File: src/msr_pkg.sv
// Shared types and constants for the multispecies Ricker step core.
package msr_pkg;

  localparam int MaxSpeciesDef = 4;
  localparam int Ln2Q16        = 45426;
  localparam int ExpTerms      = 8;

  typedef enum logic [1:0] {
    FUNC_LOAD_RATE  = 2'd0,
    FUNC_LOAD_ALPHA = 2'd1,
    FUNC_LOAD_ABUND = 2'd2,
    FUNC_STEP       = 2'd3
  } func_t;

  typedef enum logic [3:0] {
    ST_IDLE,
    ST_LOAD,
    ST_ACC,
    ST_EXPON,
    ST_RANGE,
    ST_TERM_MUL,
    ST_TERM_DIV,
    ST_SCALE,
    ST_PROD,
    ST_FINISH
  } state_t;

  // controller to datapath
  typedef struct packed {
    logic capture;
    logic do_load;
    logic acc_clear;
    logic acc_step;
    logic expon;
    logic range_step;
    logic term_init;
    logic term_mul;
    logic term_div;
    logic scale;
    logic prod;
    logic finish;
  } dp_cmd_t;

  // datapath to controller
  typedef struct packed {
    logic is_step;
    logic in_range;
    logic acc_done;
    logic range_done;
    logic term_done;
    logic exp_shortcut;
  } dp_status_t;

endpackage

File: src/msr_ctrl.sv
// Controller state machine sequencing loads and step items.
module msr_ctrl
  import msr_pkg::*;
(
  input  logic       clk,
  input  logic       rst_n,
  input  logic       start,
  input  dp_status_t status,
  output dp_cmd_t    cmd,
  output logic       busy,
  output logic       out_valid
);

  state_t state_r, state_nxt;
  logic   tdiv_r, tdiv_nxt;

  always_ff @(posedge clk) begin
    if (!rst_n) begin
      state_r <= ST_IDLE;
      tdiv_r  <= 1'b0;
      out_valid <= 1'b0;
    end else begin
      state_r <= state_nxt;
      tdiv_r  <= tdiv_nxt;
      out_valid <= (state_r == ST_FINISH);
    end
  end

  always_comb begin
    state_nxt = state_r;
    tdiv_nxt  = 1'b0;
    unique case (state_r)
      ST_IDLE:  if (start) state_nxt = ST_LOAD;
      ST_LOAD: begin
        if (status.is_step && status.in_range) state_nxt = ST_ACC;
        else state_nxt = ST_FINISH;
      end
      ST_ACC:   if (status.acc_done) state_nxt = ST_EXPON;
      ST_EXPON: state_nxt = ST_RANGE;
      ST_RANGE: begin
        if (status.exp_shortcut) state_nxt = ST_SCALE;
        else state_nxt = ST_TERM_MUL;
      end
      ST_TERM_MUL: state_nxt = ST_TERM_DIV;
      ST_TERM_DIV: state_nxt = ST_TERM_MUL;
      ST_SCALE:  state_nxt = ST_PROD;
      ST_PROD:   state_nxt = ST_FINISH;
      ST_FINISH: state_nxt = ST_IDLE;
      default:   state_nxt = ST_IDLE;
    endcase
    // range reduction and series live under TERM states via flag
    if (state_r == ST_TERM_MUL && !tdiv_r && !status.range_done) begin
      state_nxt = ST_TERM_MUL;
    end else if (state_r == ST_TERM_MUL && !tdiv_r) begin
      tdiv_nxt  = 1'b1;
      state_nxt = ST_TERM_MUL;
    end else if (state_r == ST_TERM_MUL) begin
      tdiv_nxt  = 1'b1;
      state_nxt = ST_TERM_DIV;
    end else if (state_r == ST_TERM_DIV) begin
      tdiv_nxt  = 1'b1;
      state_nxt = status.term_done ? ST_SCALE : ST_TERM_MUL;
    end
  end

  always_comb begin
    cmd = '0;
    busy = (state_r != ST_IDLE);
    unique case (state_r)
      ST_IDLE:  cmd.capture = start;
      ST_LOAD: begin
        cmd.do_load   = 1'b1;
        cmd.acc_clear = 1'b1;
      end
      ST_ACC:   cmd.acc_step = !status.acc_done;
      ST_EXPON: cmd.expon = 1'b1;
      ST_RANGE: cmd.term_init = 1'b1;
      ST_TERM_MUL: begin
        if (!tdiv_r && !status.range_done) cmd.range_step = 1'b1;
        else cmd.term_mul = 1'b1;
      end
      ST_TERM_DIV: cmd.term_div = 1'b1;
      ST_SCALE:  cmd.scale = 1'b1;
      ST_PROD:   cmd.prod = 1'b1;
      ST_FINISH: cmd.finish = 1'b1;
      default: ;
    endcase
  end

endmodule

File: config.mk
export PLATFORM = sky130hd
export DESIGN_NAME = msr_ctrl
export DESIGN_NICKNAME = d
export VERILOG_FILES = /design/src/msr_pkg.sv /design/src/msr_ctrl.sv
export SDC_FILE = /design/constraint.sdc
export NUM_CORES = 1
export LEC_CHECK = 0
export BUFFER_PORTS_ARGS = -buffer_cell sky130_fd_sc_hd__buf_2
export CAP_MARGIN = 10
export CORE_AREA = 2 2 39 41
export DETAILED_ROUTE_END_ITERATION = 12
export DIE_AREA = 0 0 41 43
export PLACE_DENSITY = 0.68
export SKIP_LAST_GASP = 1
export SYNTH_ARGS = -nofsm -noshare
export SYNTH_HDL_FRONTEND = slang
export SYNTH_SLANG_ARGS = --single-unit
File: constraint.sdc
create_clock -name clk -period 1.05 [get_ports clk]
set_input_delay 0.315 -clock clk [delete_from_list [all_inputs] [get_ports clk]]
set_output_delay 0.315 -clock clk [all_outputs]
set_load 0.02 [all_outputs]
==> results.cfg, run 1 <==
[floorplan]
rows = 14
die-area_um2 = 1763
io_pins = 23
die_h_um = 43
dieWidth_um = 41
initial_utilization_pct = 31.28
coreArea_um2 = 1384

[yosys]
syn-instance-count = 57
synth_area_leader_cell = dfxtp_1
syn_area_per_cell_um2 = 7.595
synth.most_common_cell = nor2_1
syn_area_um2 = 432.9
synth-main-ff-cell = dfxtp_1
synth_edf_count = 0
ys_types = 28
ys_seq_elements = 6
ys_warn_count = 0
syn_nets = 66
seq_area_frac_synth_pct = 27.75
synth_top_area_share_pct = 27.75
synth-async-reset-ratio_pct = 0
synthTopCellsByCount = nor2_1, nand2_1, dfxtp_1
yosys-top-cells-area = dfxtp_1, nor2_1, nand2_1

[critical_path]
path_depth = 4
crit_slowest_cell = dfxtp_2
required_ps = 730
crit_family = simple AND/OR/NAND/NOR gates
cp-end-kind = output pin
path_cells = nand2b_4 > or2_4 > nor3_4 > buf_6
r2r.worst_path.cells = 6
arrival_ps = 1220
reg2reg_slack_ps = -280
path_class = register to output pin
path_buf_inv = 1
crit_path_max_fanout = 3
critPathLaunchType = register
r2r_start = state_r[1]
r2r-end = state_r[3]
critical_path.max_stage_delay_ps = 320

[layout]
multiInputGateArea_um2 = 430.4
n_antenna_cell = 0
seqCellArea_um2 = 133.9
fin_util_pct = 74.14
layout.nets = 117
drive_gt1_share_pct = 79.44
syn_to_final_growth_pct = 137.0
n_fill_cell = 97

[placement]
post-place-ws_ps = -298.0
routabilityCongestion = 0.8080
hpwl_mm = 1.038
portBuffers = 22

[timing]
tightest_slew_ps = 227.0
finalCritPeriodShare_pct = 146.1
whs_ps = 355.3
grt_setup_unrepaired = true
fmax_ghz = 0.6518
max_slew_margin_pct = 84.85
finClkSkew_ps = 6.665
finalCriticalPeriod_ps = 1534
setup_viol = 18
setup_ws_ps = -484.1
final_hold_viol_count = 0
slew_violations = 0

[drt]
ant_nets = 0
route.detailed.vias_per_inst = 4.821
wire_per_inst_um = 12.98
wl_mm = 1.596
drcViolationCount = 0
dr.pass1.iters = 4
drt_iter0_drc = 7
num_vias = 593

[job]
maxCapViolations = 0

[power]
vdd_drop_max_mv = 0.9394
power_w = 0.001599
power_density_nw_per_um2 = 1558
p_leak_nw = 0.4701

[outcome]
run_status = complete, but fails checks
violations = negative setup slack

[global_routing]
overflow = 0
groute.usage.overall_pct = 19.62
first_global_vias = 592
grt_start_max_net_pins = 12
grt_antenna_before_repair = 0
grt_pass1_wl_mm = 2.421

[clocking]
cts_buffers = 3
hold_buffers = 0
tritoncts = yes
path_clk_slew_ps = 50
htreeDepth = 1
clkLatencyLatePin_ps = 240
cts.sinks = 6
cts_root_buf = clkbuf_4
clockBufferDepth = 2

[hold_path]
min_delay_path_depth = 3
min_from = rst_n
hold_end = state_r[1]
hold_path.class = input pin to register
[worst max path at each step]
stage	from	endpoint	slack, ps
finish	state_r[3]	cmd[6]	-480
floorplan	state_r[3]	cmd[6]	-270
CTS	state_r[1]	cmd[6]	-510
global route	state_r[1]	cmd[6]	-540
global placement	state_r[1]	cmd[6]	-290
detailed placement	state_r[1]	cmd[6]	-300
[layout by cell type, fill, tap and decap left out, types with 2 or more instances in the layout]
master	Yosys	layout
nor2_4	0	4
nor2_1	9	3
buf_2	0	12
nand2b_4	0	2
mux2i_1	2	2
a211o_1	2	2
buf_6	1	16
nand2_2	0	2
dfxtp_4	0	3
nand2_4	0	2
nor3_4	0	3
nand2_1	8	4
buf_4	3	22
nor2_2	0	2
dfxtp_2	0	2
clkbuf_4	0	3
[repair_timing]
item | 4_1_cts | 5_1_grt
endpoints found under the setup margin | 18 | 18
pin swaps | 13 | 6
buffers inserted | 5 | 3
gates resized for setup | 37 | 9
[report_power, final]
| part | internal [W] | switching (W) |
|---|---|---|
| sequential | 0.000268 | 0.0000371 |
| combinational | 0.000549 | 0.000523 |
| clock | 0.000144 | 0.0000778 |
[flip-flops by register name, summed over array words and instances (netlist names)]
signal,cells
state_r,4
out_valid,1
tdiv_r,1
[worst reg2reg max path, delay by kind of cell, from the launching register on]
kind | cells | cell delay [ps]
compound gates | 1 | 160
buf+inv | 2 | 300
flops | 1 | 350
mux | 1 | 160
simple gates | 2 | 240
[layout make-up]
cell class	count	share of cell area (%)
Tap cell	16	1.951
Sequential cell	6	13.05
Clock buffer	4	2.561
Inverter	2	0.9756
Multi-Input combinational cell	45	41.95
Timing Repair Buffer	50	39.51
[through the flow]
step	instance area, um^2	std cells	setup TNS [ps]
3_5_place_dp	800.8	113	-3024
3_3_place_gp	800.8	113	-2742
6_report	1026	123	-6452
2_1_floorplan	543.0	57	-1425
4_1_cts	989.7	121	-6648
5_1_grt	1026	123	-7478
[metal layers]
layer	wire [um]	share of wire, %	vias up	GRT usage [%]
met5	0	0	-	0
met4	18	1.1	0	8.000
met3	43	2.7	2	2.094
met2	907	57	14	34.38
met1	626	39	276	22.33
li1	-	-	301	-
[kinds of logic (layout without fill, tap and decap cells)]
group	count (synthesis)	count (layout)	share of synthesized area, %
compound gates	9	9	17.34
xor+xnor	1	1	2.023
buf+inv	6	56	9.535
flops	6	6	27.75
mux	2	2	4.624
simple gates	33	33	38.73
Power figures use the tool's default switching activity.
==> run 2: changes to the inputs <==
SETUP_SLACK_MARGIN = 0.05   (was not set)
==> run 2 against run 1 <==
  * The flow still finishes with violations (negative setup slack)
  * Wire length grew 54%
  * Flip-flop and latch count unchanged
  * Largest power group unchanged
  * Critical path type unchanged
  * Count of clock-buffer cells in the layout unchanged
  * Register-to-register slack lost 60 ps
==> results.cfg, run 2 (synthesis gave the netlist of run 1 again) <==
[drt]
dr.pass1.iters = 4
drt_iter0_drc = 20
wl_mm = 2.457
wire_per_inst_um = 18.90
ant_nets = 0
num_vias = 701
drcViolationCount = 0
route.detailed.vias_per_inst = 5.392

[timing]
finalCritPeriodShare_pct = 151.2
whs_ps = 358.0
tightest_slew_ps = 244.0
grt_setup_unrepaired = true
setup_tns_ps = -7427
setup_ws_ps = -537.7
final_hold_viol_count = 0
slew_violations = 0
finClkSkew_ps = 7.786
fmax_ghz = 0.6298
finalCriticalPeriod_ps = 1588
setup_viol = 19
max_slew_margin_pct = 83.73

[power]
vdd_drop_max_mv = 1.148
power_density_nw_per_um2 = 1669
p_leak_nw = 0.5061

[layout]
layout_common_cells = buf_4, buf_6, buf_2
layout.nets = 124
largest_reg_flops = 4
final_area_um2 = 1172
top_register = state_r
final_cells = 130
n_antenna_cell = 0
reg.largest.list = state_r x4, out_valid x1, tdiv_r x1
syn_to_final_growth_pct = 170.8
drive_gt1_share_pct = 86.84

[clocking]
clockBufferDepth = 2
tritoncts = yes
path_clk_slew_ps = 50
cts_buffers = 3
cts.sinks = 6
clkLatencyLatePin_ps = 260
htreeDepth = 1
cts_root_buf = clkbuf_4

[outcome]
run_status = complete, but fails checks
violations = negative setup slack

[critical_path]
required_ps = 730
r2r_start = state_r[2]
r2r.worst_path.cells = 6
endpoint = busy
reg2reg_slack_ps = -340
r2r-end = state_r[1]
arrival_ps = 1270
critPathLaunchType = register
crit_path_max_fanout = 5
path_class = register to output pin
cp-end-kind = output pin
cp-startpoint = state_r[1]

[placement]
post-place-ws_ps = -304.2
routabilityCongestion = 0.8434
hpwl_mm = 1.040
placed_area_um2 = 812.0
dp_cells = 114
portBuffers = 22

[floorplan]
rows = 14
dieWidth_um = 41
initial_utilization_pct = 31.28
die_h_um = 43
io_pins = 23
die-area_um2 = 1763
coreArea_um2 = 1384

[job]
maxCapViolations = 0

[hold_path]
hold_path.class = input pin to register

[global_routing]
grt_pass1_wl_mm = 2.898
groute.usage.overall_pct = 25.18
grt_antenna_before_repair = 0
grt_start_max_net_pins = 7
first_global_vias = 676
overflow = 0
run 2: critical path: stages (launching register included):
cell,delay (ps)
dfxtp_4,350
buf_4,150
nor2_4,160
buf_6,130
nand2_2,80
buf_6,140
run 2: metrics by stage:
stage,total power (W),util (%)
after floorplan,0.0008541,-
final,0.001957,84.72
after CTS,0.001728,78.30
after detailed placement,0.001149,58.68
after global routing,0.002022,84.72
after global placement,0.001140,58.68
run 2: layer usage:
metal	vias up	wire length [um]	part of all wire (%)	GRT usage, %
met5	-	0	0	0
met4	0	40	1.6	21.33
met3	4	76	3.1	3.665
met1	360	1019	41	23.70
li1	315	-	-	-
met2	22	1321	54	43.13
run 2: where the power goes:
| group | internal (W) | switching, W | leakage, nW | total, W |
|---|---|---|---|---|
| logic | 0.000723 | 0.000667 | 0.438 | 0.00139 |
| clock network | 0.000145 | 0.000101 | 0.0150 | 0.000246 |
| registers | 0.000271 | 0.0000501 | 0.0527 | 0.000321 |
run 2: layout make-up:
| cell class | count | area [um^2] |
|---|---|---|
| clock buffers | 4 | 26.28 |
| fillers | 69 | 211.5 |
| inverters | 2 | 10.01 |
| multi-input cells | 45 | 473.0 |
| flip-flops and latches | 6 | 137.6 |
| well taps | 16 | 20.02 |
| repair buffers | 57 | 505.5 |
run 2: worst min path at each step:
stage | from | end | slack [ps] | depth (start not counted)
floorplan | rst_n | out_valid | 440 | 1
global placement | rst_n | out_valid | 590 | 2
detailed placement | rst_n | out_valid | 600 | 2
CTS | rst_n | state_r[0] | 350 | 3
global route | rst_n | state_r[0] | 360 | 3
finish | rst_n | state_r[0] | 360 | 3
run 2: timing repair:
action / CTS / global route
buffers inserted: 7 / 7
resized for setup: 54 / 17
hold endpoints to repair: 0 / 0
cloned: 1 / 0
hold buffers: 0 / 0
pin swaps: 10 / 10
setup endpoints to repair: 20 / 20
